--- src/cmvg_pkg.sv ---
// Shared types, constants and helper functions for the cylinder mesh vertex generator.
// No dependencies; every other file of the block imports this package.
package cmvg_pkg;

    // Field and register widths
    localparam int CFG_IDX_W  = 8;
    localparam int CFG_DATA_W = 16;
    localparam int RS_W       = 9;
    localparam int WC_W       = 11;
    localparam int K_W        = 10;
    localparam int MODE_W     = 2;
    localparam int BAND_W     = 8;
    localparam int POS_W      = 15;
    localparam int NRM_W      = 16;

    // Geometry limits
    localparam int MAX_WEDGES = 1024;
    localparam int MIN_WEDGES = 3;
    localparam int MAX_BANDS  = 256;
    localparam int FRAC_BITS  = 14;

    localparam logic [RS_W-1:0] RS_RESET = RS_W'(1);
    localparam logic [WC_W-1:0] WC_RESET = WC_W'(3);

    // Register indexes
    localparam logic [CFG_IDX_W-1:0] REG_RADIAL_STEPS = CFG_IDX_W'(0);
    localparam logic [CFG_IDX_W-1:0] REG_WEDGE_COUNT  = CFG_IDX_W'(1);

    // Surface codes
    localparam logic [MODE_W-1:0] MODE_TOP    = MODE_W'(0);
    localparam logic [MODE_W-1:0] MODE_BOTTOM = MODE_W'(1);
    localparam logic [MODE_W-1:0] MODE_SIDE   = MODE_W'(2);

    localparam int VERTS  = 6;
    localparam int VIDX_W = 3;

    // Rotation unit
    localparam int CORDIC_STEPS = 20;
    localparam int IT_W         = 5;
    localparam int XY_W         = 33;
    localparam int Z_W          = 34;
    localparam int TRIG_W       = 32;
    localparam int ATAN_W       = 30;
    localparam logic signed [XY_W-1:0]   CORDIC_X0 = XY_W'(652032874);
    localparam logic signed [TRIG_W-1:0] Q30_ONE   = TRIG_W'(1073741824);

    // Scaling from Q1.30 to the output format
    localparam int POS_SHIFT = 31 - FRAC_BITS;
    localparam int NRM_SHIFT = 30 - FRAC_BITS;
    localparam logic [POS_W-1:0] CAP_Y   = POS_W'(1 << (FRAC_BITS - 1));
    localparam logic [NRM_W-1:0] NRM_ONE = NRM_W'(1 << FRAC_BITS);

    // Shared divider
    localparam int DIV_NUM_W   = 43;
    localparam int DIV_DEN_W   = 26;
    localparam int DIV_Q_W     = 32;
    localparam int DIV_S_W     = 6;
    localparam int MOD_STEPS   = 9;
    localparam int PHASE_STEPS = 32;
    localparam int VAL_STEPS   = FRAC_BITS + 1;
    localparam int PROD_W      = RS_W + TRIG_W - 1;

    localparam int JOB_Q_DEPTH = 2;

    typedef struct packed {
        logic [K_W-1:0]    k;
        logic [MODE_W-1:0] mode;
        logic [BAND_W-1:0] band;
    } job_t;

    typedef struct packed {
        logic [WC_W-1:0] w;
        logic [RS_W-1:0] n;
    } geom_t;

    typedef struct packed {
        logic                 start;
        logic [DIV_NUM_W-1:0] num;
        logic [DIV_DEN_W-1:0] den;
        logic [DIV_S_W-1:0]   steps;
    } div_req_t;

    typedef struct packed {
        logic                 done;
        logic [DIV_Q_W-1:0]   quot;
        logic [DIV_DEN_W-1:0] rem;
    } div_rsp_t;

    // Arctangent of 2^-i in units of 2^-32 turns.
    function automatic logic [ATAN_W-1:0] turn_atan(input logic [IT_W-1:0] i);
        logic [ATAN_W-1:0] a;
        a = '0;
        case (i)
            5'd0:  a = ATAN_W'(536870912);
            5'd1:  a = ATAN_W'(316933406);
            5'd2:  a = ATAN_W'(167458907);
            5'd3:  a = ATAN_W'(85004756);
            5'd4:  a = ATAN_W'(42667331);
            5'd5:  a = ATAN_W'(21354465);
            5'd6:  a = ATAN_W'(10679838);
            5'd7:  a = ATAN_W'(5340245);
            5'd8:  a = ATAN_W'(2670163);
            5'd9:  a = ATAN_W'(1335087);
            5'd10: a = ATAN_W'(667544);
            5'd11: a = ATAN_W'(333772);
            5'd12: a = ATAN_W'(166886);
            5'd13: a = ATAN_W'(83443);
            5'd14: a = ATAN_W'(41722);
            5'd15: a = ATAN_W'(20861);
            5'd16: a = ATAN_W'(10430);
            5'd17: a = ATAN_W'(5215);
            5'd18: a = ATAN_W'(2608);
            5'd19: a = ATAN_W'(1304);
            default: a = '0;
        endcase
        return a;
    endfunction

    // Vertex recipe: {angle select, level offset} for each vertex of a band.
    function automatic logic [1:0] recipe(input logic [MODE_W-1:0] mode,
                                          input logic [VIDX_W-1:0] v);
        logic [1:0] r;
        r = 2'b00;
        case (mode)
            MODE_TOP:
                case (v)
                    3'd1:    r = 2'b11;
                    3'd2:    r = 2'b01;
                    3'd4:    r = 2'b10;
                    3'd5:    r = 2'b11;
                    default: r = 2'b00;
                endcase
            MODE_BOTTOM:
                case (v)
                    3'd1:    r = 2'b01;
                    3'd2:    r = 2'b11;
                    3'd4:    r = 2'b11;
                    3'd5:    r = 2'b10;
                    default: r = 2'b00;
                endcase
            default:
                case (v)
                    3'd0:    r = 2'b01;
                    3'd1:    r = 2'b10;
                    3'd3:    r = 2'b01;
                    3'd4:    r = 2'b11;
                    3'd5:    r = 2'b10;
                    default: r = 2'b00;
                endcase
        endcase
        return r;
    endfunction

    // Signed value divided by 2^s, rounded half away from zero.
    function automatic logic [NRM_W-1:0] round_shift(input logic signed [TRIG_W-1:0] v,
                                                     input logic [IT_W-1:0] s);
        logic [TRIG_W-1:0] mag;
        logic [TRIG_W-1:0] sum;
        logic [TRIG_W-1:0] q;
        mag = v[TRIG_W-1] ? TRIG_W'(-v) : TRIG_W'(v);
        sum = mag + (TRIG_W'(1) << (s - IT_W'(1)));
        q   = sum >> s;
        return v[TRIG_W-1] ? NRM_W'(-q) : NRM_W'(q);
    endfunction

endpackage

--- src/cmvg_if.sv ---
// Handshake interfaces for the request, vertex and configuration channels.
// Depends on cmvg_pkg for field widths.
interface cmvg_req_if;
    import cmvg_pkg::*;
    logic              valid;
    logic              ready;
    logic [K_W-1:0]    wedge_index;
    logic [MODE_W-1:0] mode;
    logic [BAND_W-1:0] band_index;
    modport source (output valid, wedge_index, mode, band_index, input ready);
    modport sink   (input valid, wedge_index, mode, band_index, output ready);
endinterface

interface cmvg_vtx_if;
    import cmvg_pkg::*;
    logic             valid;
    logic             ready;
    logic [POS_W-1:0] pos_x;
    logic [POS_W-1:0] pos_y;
    logic [POS_W-1:0] pos_z;
    logic [NRM_W-1:0] norm_x;
    logic [NRM_W-1:0] norm_y;
    logic [NRM_W-1:0] norm_z;
    logic             last;
    modport source (output valid, pos_x, pos_y, pos_z, norm_x, norm_y, norm_z, last,
                    input ready);
    modport sink   (input valid, pos_x, pos_y, pos_z, norm_x, norm_y, norm_z, last,
                    output ready);
endinterface

interface cmvg_cfg_if;
    import cmvg_pkg::*;
    logic                  valid;
    logic                  ready;
    logic [CFG_IDX_W-1:0]  index;
    logic [CFG_DATA_W-1:0] data;
    modport source (output valid, index, data, input ready);
    modport sink   (input valid, index, data, output ready);
endinterface

--- src/cmvg_div.sv ---
// Shared bit-serial restoring divider: one quotient bit per cycle.
// Depends on cmvg_pkg for the request and response structs.
module cmvg_div (
    input  logic               clk,
    input  logic               rst_n,
    input  cmvg_pkg::div_req_t req,
    output cmvg_pkg::div_rsp_t rsp
);
    import cmvg_pkg::*;

    logic [DIV_DEN_W-1:0] den_reg;
    logic [DIV_DEN_W-1:0] r_reg;
    logic [DIV_NUM_W-1:0] lo_reg;
    logic [DIV_Q_W-1:0]   q_reg;
    logic [DIV_S_W-1:0]   cnt_reg;
    logic                 busy_reg;
    logic                 done_reg;
    logic [DIV_DEN_W:0]   trial;
    logic                 ge;
    logic [DIV_NUM_W-1:0] start_hi;

    // The upper numerator bits start as the partial remainder; the caller
    // guarantees they are already below the divisor.
    assign start_hi = req.num >> req.steps;
    assign trial    = {r_reg, lo_reg[DIV_NUM_W-1]};
    assign ge       = trial >= {1'b0, den_reg};

    always_ff @(posedge clk or negedge rst_n)
    begin
        if (!rst_n)
        begin
            den_reg  <= '0;
            r_reg    <= '0;
            lo_reg   <= '0;
            q_reg    <= '0;
            cnt_reg  <= '0;
            busy_reg <= 1'b0;
            done_reg <= 1'b0;
        end
        else
        begin
            // Done pulses for one cycle after the final quotient bit.
            done_reg <= !req.start && busy_reg && (cnt_reg == DIV_S_W'(1));
            if (req.start)
            begin
                den_reg  <= req.den;
                r_reg    <= start_hi[DIV_DEN_W-1:0];
                lo_reg   <= req.num << (DIV_NUM_W - int'(req.steps));
                q_reg    <= '0;
                cnt_reg  <= req.steps;
                busy_reg <= 1'b1;
            end
            else if (busy_reg)
            begin
                r_reg   <= ge ? DIV_DEN_W'(trial - {1'b0, den_reg}) : trial[DIV_DEN_W-1:0];
                lo_reg  <= lo_reg << 1;
                q_reg   <= {q_reg[DIV_Q_W-2:0], ge};
                cnt_reg <= cnt_reg - DIV_S_W'(1);
                if (cnt_reg == DIV_S_W'(1))
                begin
                    busy_reg <= 1'b0;
                end
            end
        end
    end

    assign rsp.done = done_reg;
    assign rsp.quot = q_reg;
    assign rsp.rem  = r_reg;

endmodule

--- src/cmvg_fifo.sv ---
// Short job queue between the front and back parts.
// Depends on cmvg_pkg for the job struct.
module cmvg_fifo #(
    parameter int DEPTH = cmvg_pkg::JOB_Q_DEPTH
) (
    input  logic           clk,
    input  logic           rst_n,
    input  logic           push,
    input  cmvg_pkg::job_t wdata,
    output logic           full,
    input  logic           pop,
    output logic           valid,
    output cmvg_pkg::job_t rdata
);
    import cmvg_pkg::*;

    localparam int PTR_W = (DEPTH > 1) ? $clog2(DEPTH) : 1;
    localparam int CNT_W = $clog2(DEPTH + 1);

    job_t             mem_reg [DEPTH];
    logic [PTR_W-1:0] wr_ptr_reg;
    logic [PTR_W-1:0] rd_ptr_reg;
    logic [CNT_W-1:0] count_reg;
    logic             do_push;
    logic             do_pop;

    assign full    = count_reg == CNT_W'(DEPTH);
    assign valid   = count_reg != '0;
    assign rdata   = mem_reg[rd_ptr_reg];
    assign do_push = push && !full;
    assign do_pop  = pop && valid;

    // Storage
    always_ff @(posedge clk)
    begin
        if (do_push)
        begin
            mem_reg[wr_ptr_reg] <= wdata;
        end
    end

    // Pointers and fill count
    always_ff @(posedge clk or negedge rst_n)
    begin
        if (!rst_n)
        begin
            wr_ptr_reg <= '0;
            rd_ptr_reg <= '0;
            count_reg  <= '0;
        end
        else
        begin
            if (do_push)
            begin
                wr_ptr_reg <= (wr_ptr_reg == PTR_W'(DEPTH - 1)) ? '0 : wr_ptr_reg + PTR_W'(1);
            end
            if (do_pop)
            begin
                rd_ptr_reg <= (rd_ptr_reg == PTR_W'(DEPTH - 1)) ? '0 : rd_ptr_reg + PTR_W'(1);
            end
            if (do_push && !do_pop)
            begin
                count_reg <= count_reg + CNT_W'(1);
            end
            else if (do_pop && !do_push)
            begin
                count_reg <= count_reg - CNT_W'(1);
            end
        end
    end

endmodule

--- src/cmvg_front.sv ---
// Front part: configuration registers, clamping, and request classification.
// Depends on cmvg_pkg and the handshake interfaces in cmvg_if.
module cmvg_front (
    input  logic            clk,
    input  logic            rst_n,
    cmvg_cfg_if.sink        cfg,
    cmvg_req_if.sink        req,
    input  logic            q_full,
    output logic            q_push,
    output cmvg_pkg::job_t  q_data,
    output cmvg_pkg::geom_t geom
);
    import cmvg_pkg::*;

    logic [RS_W-1:0] rs_reg;
    logic [WC_W-1:0] wc_reg;
    logic            keep;

    assign cfg.ready = 1'b1;

    // Register writes; unknown indexes are ignored.
    always_ff @(posedge clk or negedge rst_n)
    begin
        if (!rst_n)
        begin
            rs_reg <= RS_RESET;
            wc_reg <= WC_RESET;
        end
        else if (cfg.valid && cfg.ready)
        begin
            unique case (cfg.index)
                REG_RADIAL_STEPS: rs_reg <= cfg.data[RS_W-1:0];
                REG_WEDGE_COUNT:  wc_reg <= cfg.data[WC_W-1:0];
                default: ;
            endcase
        end
    end

    // Effective wedge and band counts.
    always_comb
    begin
        if (wc_reg < WC_W'(MIN_WEDGES))
            geom.w = WC_W'(MIN_WEDGES);
        else if (wc_reg > WC_W'(MAX_WEDGES))
            geom.w = WC_W'(MAX_WEDGES);
        else
            geom.w = wc_reg;
        if (rs_reg == '0)
            geom.n = RS_W'(1);
        else if (rs_reg > RS_W'(MAX_BANDS))
            geom.n = RS_W'(MAX_BANDS);
        else
            geom.n = rs_reg;
    end

    // A request with an unknown surface or a band beyond the count is dropped.
    assign keep = (req.mode == MODE_TOP || req.mode == MODE_BOTTOM || req.mode == MODE_SIDE)
                  && (RS_W'(req.band_index) < geom.n);

    assign req.ready   = !q_full;
    assign q_push      = req.valid && !q_full && keep;
    assign q_data.k    = req.wedge_index;
    assign q_data.mode = req.mode;
    assign q_data.band = req.band_index;

endmodule

--- src/cmvg_back.sv ---
// Back part: wedge angles, CORDIC sine and cosine, band values and vertex emission.
// Depends on cmvg_pkg, cmvg_if and the shared divider cmvg_div.
module cmvg_back (
    input  logic            clk,
    input  logic            rst_n,
    input  cmvg_pkg::geom_t geom,
    input  logic            q_valid,
    input  cmvg_pkg::job_t  q_data,
    output logic            q_pop,
    cmvg_vtx_if.source      vtx
);
    import cmvg_pkg::*;

    typedef enum logic [3:0] {
        ST_IDLE, ST_MOD, ST_MOD_WAIT, ST_PHASE, ST_PHASE_WAIT, ST_ROTATE,
        ST_ROT_END, ST_MUL, ST_DIV, ST_DIV_WAIT, ST_EMIT
    } state_t;

    localparam logic signed [XY_W-1:0] Q30_POS = XY_W'(1073741824);
    localparam logic signed [XY_W-1:0] Q30_NEG = -XY_W'(1073741824);

    function automatic logic signed [TRIG_W-1:0] clamp_unit(input logic signed [XY_W-1:0] v);
        if (v > Q30_POS)
            return Q30_ONE;
        else if (v < Q30_NEG)
            return -Q30_ONE;
        else
            return $signed(v[TRIG_W-1:0]);
    endfunction

    state_t                     state_reg;
    job_t                       job_reg;
    logic [K_W-1:0]             a_reg;
    logic [K_W-1:0]             b_reg;
    logic                       sel_reg;
    logic signed [XY_W-1:0]     x_reg;
    logic signed [XY_W-1:0]     y_reg;
    logic signed [Z_W-1:0]      z_reg;
    logic [IT_W-1:0]            it_reg;
    logic                       flip_reg;
    logic signed [TRIG_W-1:0]   cos0_reg;
    logic signed [TRIG_W-1:0]   sin0_reg;
    logic signed [TRIG_W-1:0]   cos1_reg;
    logic signed [TRIG_W-1:0]   sin1_reg;
    logic [2:0]                 d_reg;
    logic [PROD_W-1:0]          prod_reg;
    logic                       neg_reg;
    logic [POS_W-1:0]           valx_reg [4];
    logic [POS_W-1:0]           valz_reg [4];
    logic [POS_W-1:0]           py_reg [2];
    logic [VIDX_W-1:0]          v_reg;
    logic                       out_valid_reg;
    logic [POS_W-1:0]           px_reg;
    logic [POS_W-1:0]           py_out_reg;
    logic [POS_W-1:0]           pz_reg;
    logic [NRM_W-1:0]           nx_reg;
    logic [NRM_W-1:0]           ny_reg;
    logic [NRM_W-1:0]           nz_reg;
    logic                       last_reg;

    div_req_t                   dreq;
    div_rsp_t                   drsp;

    logic                       is_side;
    logic signed [TRIG_W-1:0]   mul_v;
    logic [TRIG_W-1:0]          mul_mag;
    logic [RS_W-1:0]            cap_lev;
    logic [RS_W-1:0]            side_lev;
    logic signed [RS_W+1:0]     side_diff;
    logic [RS_W:0]              side_mag;
    logic [K_W-1:0]             phase_j;
    logic [K_W:0]               a_inc;
    logic [DIV_Q_W-1:0]         ph_fold;
    logic                       fold;
    logic signed [XY_W-1:0]     dx;
    logic signed [XY_W-1:0]     dy;
    logic signed [Z_W-1:0]      atan_ext;
    logic signed [XY_W-1:0]     x_fin;
    logic signed [XY_W-1:0]     y_fin;
    logic [POS_W-1:0]           q_val;
    logic [POS_W-1:0]           s_val;
    logic                       last_div;
    logic [1:0]                 rc;
    logic signed [TRIG_W-1:0]   e_cos;
    logic signed [TRIG_W-1:0]   e_sin;
    logic [POS_W-1:0]           e_px;
    logic [POS_W-1:0]           e_py;
    logic [POS_W-1:0]           e_pz;
    logic [NRM_W-1:0]           e_nx;
    logic [NRM_W-1:0]           e_ny;
    logic [NRM_W-1:0]           e_nz;
    logic                       out_free;

    cmvg_div u_div (
        .clk   (clk),
        .rst_n (rst_n),
        .req   (dreq),
        .rsp   (drsp)
    );

    assign is_side = job_reg.mode == MODE_SIDE;
    assign q_pop   = (state_reg == ST_IDLE) && q_valid;

    // Operands of the value currently being worked out.
    always_comb
    begin
        if (d_reg[2])
            mul_v = d_reg[0] ? sin1_reg : cos1_reg;
        else
            mul_v = d_reg[0] ? sin0_reg : cos0_reg;
        mul_mag   = mul_v[TRIG_W-1] ? TRIG_W'(-mul_v) : TRIG_W'(mul_v);
        cap_lev   = RS_W'(job_reg.band) + RS_W'(d_reg[1]);
        side_lev  = RS_W'(job_reg.band) + RS_W'(d_reg[0]);
        side_diff = $signed({1'b0, side_lev, 1'b0}) - $signed({2'b00, geom.n});
        side_mag  = side_diff[RS_W+1] ? (RS_W+1)'(-side_diff) : side_diff[RS_W:0];
        phase_j   = sel_reg ? b_reg : a_reg;
        a_inc     = {1'b0, drsp.rem[K_W-1:0]} + (K_W+1)'(1);
        last_div  = is_side ? (d_reg == 3'd1) : (d_reg == 3'd7);
    end

    // Divider requests.
    always_comb
    begin
        dreq = '0;
        case (state_reg)
            ST_MOD:
            begin
                dreq.start = 1'b1;
                dreq.num   = DIV_NUM_W'(job_reg.k);
                dreq.den   = DIV_DEN_W'(geom.w);
                dreq.steps = DIV_S_W'(MOD_STEPS);
            end
            ST_PHASE:
            begin
                dreq.start = 1'b1;
                dreq.num   = (DIV_NUM_W'(phase_j) << 32) + DIV_NUM_W'(geom.w >> 1);
                dreq.den   = DIV_DEN_W'(geom.w);
                dreq.steps = DIV_S_W'(PHASE_STEPS);
            end
            ST_DIV:
            begin
                dreq.start = 1'b1;
                dreq.steps = DIV_S_W'(VAL_STEPS);
                if (is_side)
                begin
                    dreq.num = DIV_NUM_W'(prod_reg) + DIV_NUM_W'(geom.n);
                    dreq.den = DIV_DEN_W'(geom.n) << 1;
                end
                else
                begin
                    dreq.num = DIV_NUM_W'(prod_reg) + (DIV_NUM_W'(geom.n) << NRM_SHIFT);
                    dreq.den = DIV_DEN_W'(geom.n) << POS_SHIFT;
                end
            end
            default: ;
        endcase
    end

    // Phase fold, CORDIC micro-rotation and final sign and clamp.
    always_comb
    begin
        fold     = (drsp.quot - DIV_Q_W'(32'h4000_0000)) < DIV_Q_W'(32'h8000_0000);
        ph_fold  = fold ? drsp.quot - DIV_Q_W'(32'h8000_0000) : drsp.quot;
        dx       = y_reg >>> it_reg;
        dy       = x_reg >>> it_reg;
        atan_ext = $signed(Z_W'(turn_atan(it_reg)));
        x_fin    = flip_reg ? -x_reg : x_reg;
        y_fin    = flip_reg ? -y_reg : y_reg;
        q_val    = drsp.quot[POS_W-1:0];
        s_val    = neg_reg ? POS_W'(-q_val) : q_val;
    end

    // Vertex assembly.
    always_comb
    begin
        rc    = recipe(job_reg.mode, v_reg);
        e_cos = rc[1] ? cos1_reg : cos0_reg;
        e_sin = rc[1] ? sin1_reg : sin0_reg;
        if (is_side)
        begin
            e_px = POS_W'(round_shift(e_cos, IT_W'(POS_SHIFT)));
            e_pz = POS_W'(round_shift(e_sin, IT_W'(POS_SHIFT)));
            e_py = py_reg[rc[0]];
            e_nx = round_shift(e_cos, IT_W'(NRM_SHIFT));
            e_nz = round_shift(e_sin, IT_W'(NRM_SHIFT));
            e_ny = '0;
        end
        else
        begin
            e_px = valx_reg[rc];
            e_pz = valz_reg[rc];
            e_py = (job_reg.mode == MODE_TOP) ? CAP_Y : POS_W'(-CAP_Y);
            e_nx = '0;
            e_nz = '0;
            e_ny = (job_reg.mode == MODE_TOP) ? NRM_ONE : NRM_W'(-NRM_ONE);
        end
    end

    assign out_free = !out_valid_reg || vtx.ready;

    // Sequencer with its registered outputs.
    always_ff @(posedge clk or negedge rst_n)
    begin
        if (!rst_n)
        begin
            state_reg     <= ST_IDLE;
            job_reg       <= '0;
            a_reg         <= '0;
            b_reg         <= '0;
            sel_reg       <= 1'b0;
            x_reg         <= '0;
            y_reg         <= '0;
            z_reg         <= '0;
            it_reg        <= '0;
            flip_reg      <= 1'b0;
            cos0_reg      <= '0;
            sin0_reg      <= '0;
            cos1_reg      <= '0;
            sin1_reg      <= '0;
            d_reg         <= '0;
            prod_reg      <= '0;
            neg_reg       <= 1'b0;
            valx_reg      <= '{default: '0};
            valz_reg      <= '{default: '0};
            py_reg        <= '{default: '0};
            v_reg         <= '0;
            out_valid_reg <= 1'b0;
            px_reg        <= '0;
            py_out_reg    <= '0;
            pz_reg        <= '0;
            nx_reg        <= '0;
            ny_reg        <= '0;
            nz_reg        <= '0;
            last_reg      <= 1'b0;
        end
        else
        begin
            // Outside emission a taken beat empties the output register.
            if (vtx.ready && state_reg != ST_EMIT)
            begin
                out_valid_reg <= 1'b0;
            end
            unique case (state_reg)
                ST_IDLE:
                begin
                    if (q_valid)
                    begin
                        job_reg   <= q_data;
                        state_reg <= ST_MOD;
                    end
                end
                ST_MOD:
                begin
                    state_reg <= ST_MOD_WAIT;
                end
                ST_MOD_WAIT:
                begin
                    if (drsp.done)
                    begin
                        a_reg     <= drsp.rem[K_W-1:0];
                        b_reg     <= (a_inc == (K_W+1)'(geom.w)) ? '0 : a_inc[K_W-1:0];
                        sel_reg   <= 1'b0;
                        state_reg <= ST_PHASE;
                    end
                end
                ST_PHASE:
                begin
                    state_reg <= ST_PHASE_WAIT;
                end
                ST_PHASE_WAIT:
                begin
                    if (drsp.done)
                    begin
                        flip_reg  <= fold;
                        z_reg     <= $signed({{(Z_W-DIV_Q_W){ph_fold[DIV_Q_W-1]}}, ph_fold});
                        x_reg     <= CORDIC_X0;
                        y_reg     <= '0;
                        it_reg    <= '0;
                        state_reg <= ST_ROTATE;
                    end
                end
                ST_ROTATE:
                begin
                    if (z_reg[Z_W-1])
                    begin
                        x_reg <= x_reg + dx;
                        y_reg <= y_reg - dy;
                        z_reg <= z_reg + atan_ext;
                    end
                    else
                    begin
                        x_reg <= x_reg - dx;
                        y_reg <= y_reg + dy;
                        z_reg <= z_reg - atan_ext;
                    end
                    it_reg <= it_reg + IT_W'(1);
                    if (it_reg == IT_W'(CORDIC_STEPS - 1))
                    begin
                        state_reg <= ST_ROT_END;
                    end
                end
                ST_ROT_END:
                begin
                    if (sel_reg)
                    begin
                        cos1_reg  <= clamp_unit(x_fin);
                        sin1_reg  <= clamp_unit(y_fin);
                        d_reg     <= '0;
                        state_reg <= ST_MUL;
                    end
                    else
                    begin
                        cos0_reg  <= clamp_unit(x_fin);
                        sin0_reg  <= clamp_unit(y_fin);
                        sel_reg   <= 1'b1;
                        state_reg <= ST_PHASE;
                    end
                end
                ST_MUL:
                begin
                    if (is_side)
                    begin
                        prod_reg <= PROD_W'(side_mag) << FRAC_BITS;
                        neg_reg  <= side_diff[RS_W+1];
                    end
                    else
                    begin
                        prod_reg <= PROD_W'(cap_lev) * PROD_W'(mul_mag[TRIG_W-2:0]);
                        neg_reg  <= mul_v[TRIG_W-1];
                    end
                    state_reg <= ST_DIV;
                end
                ST_DIV:
                begin
                    state_reg <= ST_DIV_WAIT;
                end
                ST_DIV_WAIT:
                begin
                    if (drsp.done)
                    begin
                        if (is_side)
                            py_reg[d_reg[0]] <= s_val;
                        else if (d_reg[0])
                            valz_reg[d_reg[2:1]] <= s_val;
                        else
                            valx_reg[d_reg[2:1]] <= s_val;
                        d_reg <= d_reg + 3'd1;
                        if (last_div)
                        begin
                            v_reg     <= '0;
                            state_reg <= ST_EMIT;
                        end
                        else
                        begin
                            state_reg <= ST_MUL;
                        end
                    end
                end
                ST_EMIT:
                begin
                    if (out_free)
                    begin
                        out_valid_reg <= 1'b1;
                        px_reg        <= e_px;
                        py_out_reg    <= e_py;
                        pz_reg        <= e_pz;
                        nx_reg        <= e_nx;
                        ny_reg        <= e_ny;
                        nz_reg        <= e_nz;
                        last_reg      <= v_reg == VIDX_W'(VERTS - 1);
                        v_reg         <= v_reg + VIDX_W'(1);
                        if (v_reg == VIDX_W'(VERTS - 1))
                        begin
                            state_reg <= ST_IDLE;
                        end
                    end
                end
                default: state_reg <= ST_IDLE;
            endcase
        end
    end

    assign vtx.valid  = out_valid_reg;
    assign vtx.pos_x  = px_reg;
    assign vtx.pos_y  = py_out_reg;
    assign vtx.pos_z  = pz_reg;
    assign vtx.norm_x = nx_reg;
    assign vtx.norm_y = ny_reg;
    assign vtx.norm_z = nz_reg;
    assign vtx.last   = last_reg;

endmodule

--- src/cylinder_mesh_vertex_generator.sv ---
// Top level of the cylinder mesh vertex generator: front, job queue and back.
// Depends on cmvg_pkg, cmvg_if, cmvg_front, cmvg_fifo and cmvg_back.
//
//  Channel | Direction | Beat carries
//  --------+-----------+------------------------------------------------------
//  cfg     | in        | index, data: one register write
//  req     | in        | wedge_index, mode, band_index: one band request
//  vtx     | out       | pos_x/y/z, norm_x/y/z, last: one vertex, six per band
//
// A band's work is set by the shared bit-serial divider (one quotient bit a
// cycle, eleven divisions for a cap and five for a side) and the 20-step
// CORDIC run twice. The six vertices then leave one per cycle while vtx.ready
// is high.
// rst_n clears the registers to one band and three wedges; no clearing pass.
// The front keeps taking requests into a two-entry queue while the back works,
// and a stalled vertex beat holds in the output register.
module cylinder_mesh_vertex_generator #(
    parameter int JOB_Q_DEPTH = cmvg_pkg::JOB_Q_DEPTH
) (
    input  logic       clk,
    input  logic       rst_n,
    cmvg_cfg_if.sink   cfg,
    cmvg_req_if.sink   req,
    cmvg_vtx_if.source vtx
);
    import cmvg_pkg::*;

    logic  q_full;
    logic  q_push;
    logic  q_pop;
    logic  q_valid;
    job_t  q_wdata;
    job_t  q_rdata;
    geom_t geom;

    cmvg_front u_front (
        .clk    (clk),
        .rst_n  (rst_n),
        .cfg    (cfg),
        .req    (req),
        .q_full (q_full),
        .q_push (q_push),
        .q_data (q_wdata),
        .geom   (geom)
    );

    cmvg_fifo #(
        .DEPTH (JOB_Q_DEPTH)
    ) u_fifo (
        .clk   (clk),
        .rst_n (rst_n),
        .push  (q_push),
        .wdata (q_wdata),
        .full  (q_full),
        .pop   (q_pop),
        .valid (q_valid),
        .rdata (q_rdata)
    );

    cmvg_back u_back (
        .clk     (clk),
        .rst_n   (rst_n),
        .geom    (geom),
        .q_valid (q_valid),
        .q_data  (q_rdata),
        .q_pop   (q_pop),
        .vtx     (vtx)
    );

endmodule

--- src/flat_wrapper.sv ---
// flat-port wrapper written by rule: the top's interface ports become plain ports
module cylinder_mesh_vertex_generator_flat import cmvg_pkg::*;
#(
    parameter int JOB_Q_DEPTH = cmvg_pkg::JOB_Q_DEPTH
)
  (clk, rst_n, cfg_valid, cfg_index, cfg_data, cfg_ready, req_valid, req_wedge_index, req_mode, req_band_index, req_ready, vtx_valid, vtx_pos_x, vtx_pos_y, vtx_pos_z, vtx_norm_x, vtx_norm_y, vtx_norm_z, vtx_last, vtx_ready);
  cmvg_cfg_if cfg_i ();
  cmvg_req_if req_i ();
  cmvg_vtx_if vtx_i ();
  input  logic clk;
  input  logic rst_n;
  input wire logic [$bits(cfg_i.valid)-1:0] cfg_valid;
  input wire logic [$bits(cfg_i.index)-1:0] cfg_index;
  input wire logic [$bits(cfg_i.data)-1:0] cfg_data;
  output wire logic [$bits(cfg_i.ready)-1:0] cfg_ready;
  input wire logic [$bits(req_i.valid)-1:0] req_valid;
  input wire logic [$bits(req_i.wedge_index)-1:0] req_wedge_index;
  input wire logic [$bits(req_i.mode)-1:0] req_mode;
  input wire logic [$bits(req_i.band_index)-1:0] req_band_index;
  output wire logic [$bits(req_i.ready)-1:0] req_ready;
  output wire logic [$bits(vtx_i.valid)-1:0] vtx_valid;
  output wire logic [$bits(vtx_i.pos_x)-1:0] vtx_pos_x;
  output wire logic [$bits(vtx_i.pos_y)-1:0] vtx_pos_y;
  output wire logic [$bits(vtx_i.pos_z)-1:0] vtx_pos_z;
  output wire logic [$bits(vtx_i.norm_x)-1:0] vtx_norm_x;
  output wire logic [$bits(vtx_i.norm_y)-1:0] vtx_norm_y;
  output wire logic [$bits(vtx_i.norm_z)-1:0] vtx_norm_z;
  output wire logic [$bits(vtx_i.last)-1:0] vtx_last;
  input wire logic [$bits(vtx_i.ready)-1:0] vtx_ready;
  assign cfg_i.valid = cfg_valid;
  assign cfg_i.index = cfg_index;
  assign cfg_i.data = cfg_data;
  assign cfg_ready = cfg_i.ready;
  assign req_i.valid = req_valid;
  assign req_i.wedge_index = req_wedge_index;
  assign req_i.mode = req_mode;
  assign req_i.band_index = req_band_index;
  assign req_ready = req_i.ready;
  assign vtx_valid = vtx_i.valid;
  assign vtx_pos_x = vtx_i.pos_x;
  assign vtx_pos_y = vtx_i.pos_y;
  assign vtx_pos_z = vtx_i.pos_z;
  assign vtx_norm_x = vtx_i.norm_x;
  assign vtx_norm_y = vtx_i.norm_y;
  assign vtx_norm_z = vtx_i.norm_z;
  assign vtx_last = vtx_i.last;
  assign vtx_i.ready = vtx_ready;
  cylinder_mesh_vertex_generator #(.JOB_Q_DEPTH(JOB_Q_DEPTH)) u_core (.clk(clk), .rst_n(rst_n), .cfg(cfg_i), .req(req_i), .vtx(vtx_i));
endmodule
--- config.mk ---
export PLATFORM = sky130hd
export DESIGN_NAME = cylinder_mesh_vertex_generator_flat
export DESIGN_NICKNAME = d
export VERILOG_FILES = /design/src/cmvg_pkg.sv /design/src/cmvg_if.sv /design/src/cmvg_div.sv /design/src/cmvg_fifo.sv /design/src/cmvg_front.sv /design/src/cmvg_back.sv /design/src/cylinder_mesh_vertex_generator.sv /design/src/flat_wrapper.sv
export SDC_FILE = /design/constraint.sdc
export NUM_CORES = 2
export LEC_CHECK = 0
export ABC_AREA = 1
export ABC_CLOCK_PERIOD_IN_PS = 8700
export BUFFER_PORTS_ARGS = -buffer_cell sky130_fd_sc_hd__buf_2
export CORE_AREA = 2 2 546 548
export CTS_CLUSTER_DIAMETER = 50
export DETAILED_ROUTE_END_ITERATION = 12
export DIE_AREA = 0 0 548 550
export GPL_ROUTABILITY_DRIVEN = 0
export PLACE_DENSITY = 0.37
export SETUP_SLACK_MARGIN = 0.02
export SLEW_MARGIN = 20
export SYNTH_ARGS = -nofsm -noshare
export SYNTH_HDL_FRONTEND = slang
export SYNTH_HIERARCHICAL = 1
export SYNTH_SLANG_ARGS = --single-unit
--- constraint.sdc ---
create_clock -name clk -period 8.7 [get_ports clk]
set_clock_uncertainty 0.2 [all_clocks]
set_input_delay 0.435 -clock clk [delete_from_list [all_inputs] [get_ports clk]]
set_output_delay 0.435 -clock clk [all_outputs]
set_load 0.01 [all_outputs]
==> impl_summary.txt <==
----------------------------------------------------
[Yosys]
  Main flop type after synthesis ... dfrtp_1
  FFs w/ async S/R, synth ... 0.947
  Synth Area per Inst ... 6.75 µm²
  Area share of the largest cell type after synthesis ... 0.264
  Cell taking the most area after synthesis ... dfrtp_1
  YS warnings ... 6
  Netlist area before placement ... 0.0677 mm²
  Number of unique standard cell types used by synthesis ... 79
  Post-synthesis instance total ... 10000
  Number of enable flip-flop cells after synthesis ... 40
  Proportion of synthesized chip area in sequential cells ... 0.283
  Post-synthesis register bit count ... 756
  Cell types occupying the most area after synthesis ... dfrtp_1 (26%), nand2_1 (14%), o21ai_0 (7.4%)

[Critical path]
  Type of the worst setup path ... flip-flop to flip-flop
  Worst reg2reg setup slack ... 0.56 ns
  Data arrival, critical path ... around 8.6 ns
  Peak per-stage delay on the critical path ... roughly 0.65 ns
  Largest fanout of any net on the critical path ... 40
  Category of the worst setup path capture point ... flip-flop
  Critical path data required time ... 9.15 ns
  Cell mode on critical path ... nand2_1
  Library cell contributing the largest single delay on the critical path ... a21oi_1
  Type of element launching the critical path ... flip-flop

[Clock tree]
  Total number of H-tree levels ... 4
  Buffers inserted by post-CTS timing repair ... 0
  Maximum count of clock buffers along a single path ... 4
  Number of clock buffers inserted by TritonCTS ... 151
  # clock sinks ... 756
  Clock slew at reported path FFs ... 0.05 ns
  CTS tree ... yes
  Clock latency reported for the late side of the worst-skew pair ... 0.85 ns
  Cell chosen for the clock root ... clkbuf_16

[Timing]
  Final setup violation count ... 0
  Relative max-transition margin ... 0.270
  Worst-Margin Slew ... 1.09 ns
  Unrepaired setup endpoints after global routing ... yes
  Minimum clock period after layout ... around 8 ns
  Final Cycle Share ... 0.936
  Achievable clock frequency ... ~120 MHz
  Final Hold Violating Endpoints ... 0
  Sum of negative setup slack ... 0 ns
  Pins Over Slew Limit ... 0

[Run]
  Maximum capacitance violations ... 0

[Placed design]
  Final HPWL DP ... between 200000 and 250000 µm
  Quantity of I/O buffers inserted on ports ... 125

[Floorplanning]
  I/O pin total ... 146
  Horiz. Die Dim ... around 550 µm
  Overall die area ... 0.301 mm²
  Effective utilization at floorplan ... 0.229
  Number of standard-cell rows in the floorplan ... 200
  Die Height ... 550 µm
  Core area ... 0.296 mm²

[Routing]
  Number of optimization iterations in the first detailed-route pass ... 6
  Drt via density ... between 4 and 5
  Via count ... 66500
  DRC errors left ... 0
  Count of routing violations after the opening detailed-route iteration ... 4917
  Remaining antenna violation count after routing ... 0
  Post-detailed-route wirelength per cell ... 19.6 µm
  Final WL ... 277000 µm

[Global routing]
  Total routing resource utilization after global routing ... 0.181
  Wire length of the first global-routing pass ... 420000 µm
  Largest net degree at the start of global routing ... 136
  Overall overflow remaining after global route ... 0
  Antenna violations before repair ... 8
  Vias in the first global route ... 65800

[Finish]
  Net total in the final layout ... around 11000
  Number of filler instances in the final layout ... 32800
  Share of layout cells above drive strength 1 ... 0.0787
  Layout Area Growth over Synthesis ... 15.5%

[Outcome]
  Result of the run ... complete, no violations

[Hold path]
  Path category of the worst min-delay check ... input pin to flip-flop

----------------------------------------------------
## routing by layer
layer  up-vias  global-route usage  wire [µm]
met5         -                   0          0
met4         0              0.0474       7060
met3       303              0.0175      10800
met2      1497               0.303     130000
met1     32100               0.247     130000
li1      32600                   -          -
## final timing paths
| check | from | endpoint | cells after the start |
|---|---|---|---|
| min in group asynchronous | rst_n | u_core/u_back/u_div/lo_reg[33]$_DFFE_PN0P_ | 3 |
| max in group asynchronous | rst_n | u_core/u_back/valx_reg[32]$_DFFE_PN0P_ | 5 |
| setup / recovery | u_core/u_back/d_reg[0]$_DFFE_PN0P_ | u_core/u_back/prod_reg[38]$_DFFE_PN0N_ | 34 |
| setup reg to reg | u_core/u_back/d_reg[0]$_DFFE_PN0P_ | u_core/u_back/prod_reg[38]$_DFFE_PN0N_ | 34 |
| hold reg to reg | u_core/u_back/vtx.norm_y[15]$_DFFE_PN0P_ | u_core/u_back/vtx.norm_y[15]$_DFFE_PN0P_ | 2 |
| hold / removal | cfg_index[3] | u_core/u_front/rs_reg[0]$_DFFE_PN1P_ | 5 |
## cell usage in the layout (no fill, tap or decap), types with 19 or more instances in the layout
cell	synthesis	layout
o22ai_1	118	118
nor2_2	21	31
conb_1	2	28
xor2_1	239	237
o31ai_1	19	19
buf_2	86	124
xnor2_1	110	105
o221ai_1	23	23
inv_2	30	37
o21a_1	22	22
ha_1	254	254
dlygate4sd3_1	0	40
nor2_4	15	26
o21ai_1	60	63
nor2_1	857	836
nor3_1	96	95
buf_4	63	168
nand4_1	109	109
a22oi_1	22	22
nand3_1	710	708
nor4_1	22	20
nand2_2	43	45
mux2i_1	28	28
clkbuf_16	0	154
o21ai_0	1007	1003
inv_1	1310	1304
o21ai_2	22	23
a21oi_1	505	503
nand2_1	2613	2611
a31oi_1	46	46
dfrtp_1	713	711
clkbuf_1	257	20
o211ai_1	46	46
fa_1	211	211
or2_2	36	36
edfxtp_1	40	40
clkinv_2	0	27
## Yosys cell counts, types with 36 or more instances
| library cell | n |
|---|---|
| a21oi_1 | 505 |
| a31oi_1 | 46 |
| buf_1 | 49 |
| buf_2 | 86 |
| buf_4 | 63 |
| clkbuf_1 | 257 |
| dfrtp_1 | 713 |
| edfxtp_1 | 40 |
| fa_1 | 211 |
| ha_1 | 254 |
| inv_1 | 1310 |
| nand2_1 | 2613 |
| nand2_2 | 43 |
| nand3_1 | 710 |
| nand4_1 | 109 |
| nor2_1 | 857 |
| nor3_1 | 96 |
| o211ai_1 | 46 |
| o21ai_0 | 1007 |
| o21ai_1 | 60 |
| o22ai_1 | 118 |
| or2_2 | 36 |
| xnor2_1 | 110 |
| xor2_1 | 239 |
## final cells by class
| type | instances | area [µm²] | share of cell area |
|---|---|---|---|
| multi-input cells | 7472 | 41500 | 0.531 |
| flip-flops and latches | 756 | 19100 | 0.245 |
| inverters | 1356 | 5090 | 0.0652 |
| well taps | 3939 | 4930 | 0.0631 |
| clock buffers | 188 | 4120 | 0.0527 |
| repair buffers | 340 | 2440 | 0.0312 |
| clock inverters | 85 | 945 | 0.0121 |
| diodes | 4 | 10.0 | 0.000128 |
## metrics by stage
step           setup slack [ns]  hold slack, ns  area, µm²  std cells  utilization
3_3_place_gp              0.241           0.254      72600      13800        0.246
2_1_floorplan              1.02         -0.0606      67800      10100            -
6_report                  0.561          0.0737      78200      14100        0.264
4_1_cts                   0.363          0.0215      78100      14100        0.264
3_5_place_dp              0.430           0.252      72600      13800        0.246
5_1_grt                  0.0185          0.0742      78200      14100        0.264
## worst max-delay path: cells and delay by family (launching register included)
family          cells  cell delay [ns]
buf+inv             6             1.07
simple gates       18             2.68
xor+xnor            1             0.18
compound gates      4             0.95
fa+ha+maj           5             2.43
flops               1             0.46
## kinds of logic after synthesis
logic type               count (synthesis)  share of synthesized area
adder cells (fa/ha/maj)                465                      0.109
XOR/XNOR                               354                     0.0464
AO/OA/AOI/OAI                         2025                      0.166
other                                    2                   0.000111
flip-flops                             756                      0.283
buffers and inverters                 1828                      0.109
multiplexers                            28                    0.00414
AND/OR/NAND/NOR                       4572                      0.282
## what timing repair did
| action | 4_1_cts | 5_1_grt |
|---|---|---|
| hold endpoints to repair | 121 | 0 |
| resized for setup | 0 | 16 |
| hold buffers | 41 | 0 |
| setup endpoints to repair | 0 | 8 |
Power is left out: the tool's default activity adds up to more than one toggle a clock period on the data nets, which glitch-free logic cannot reach.
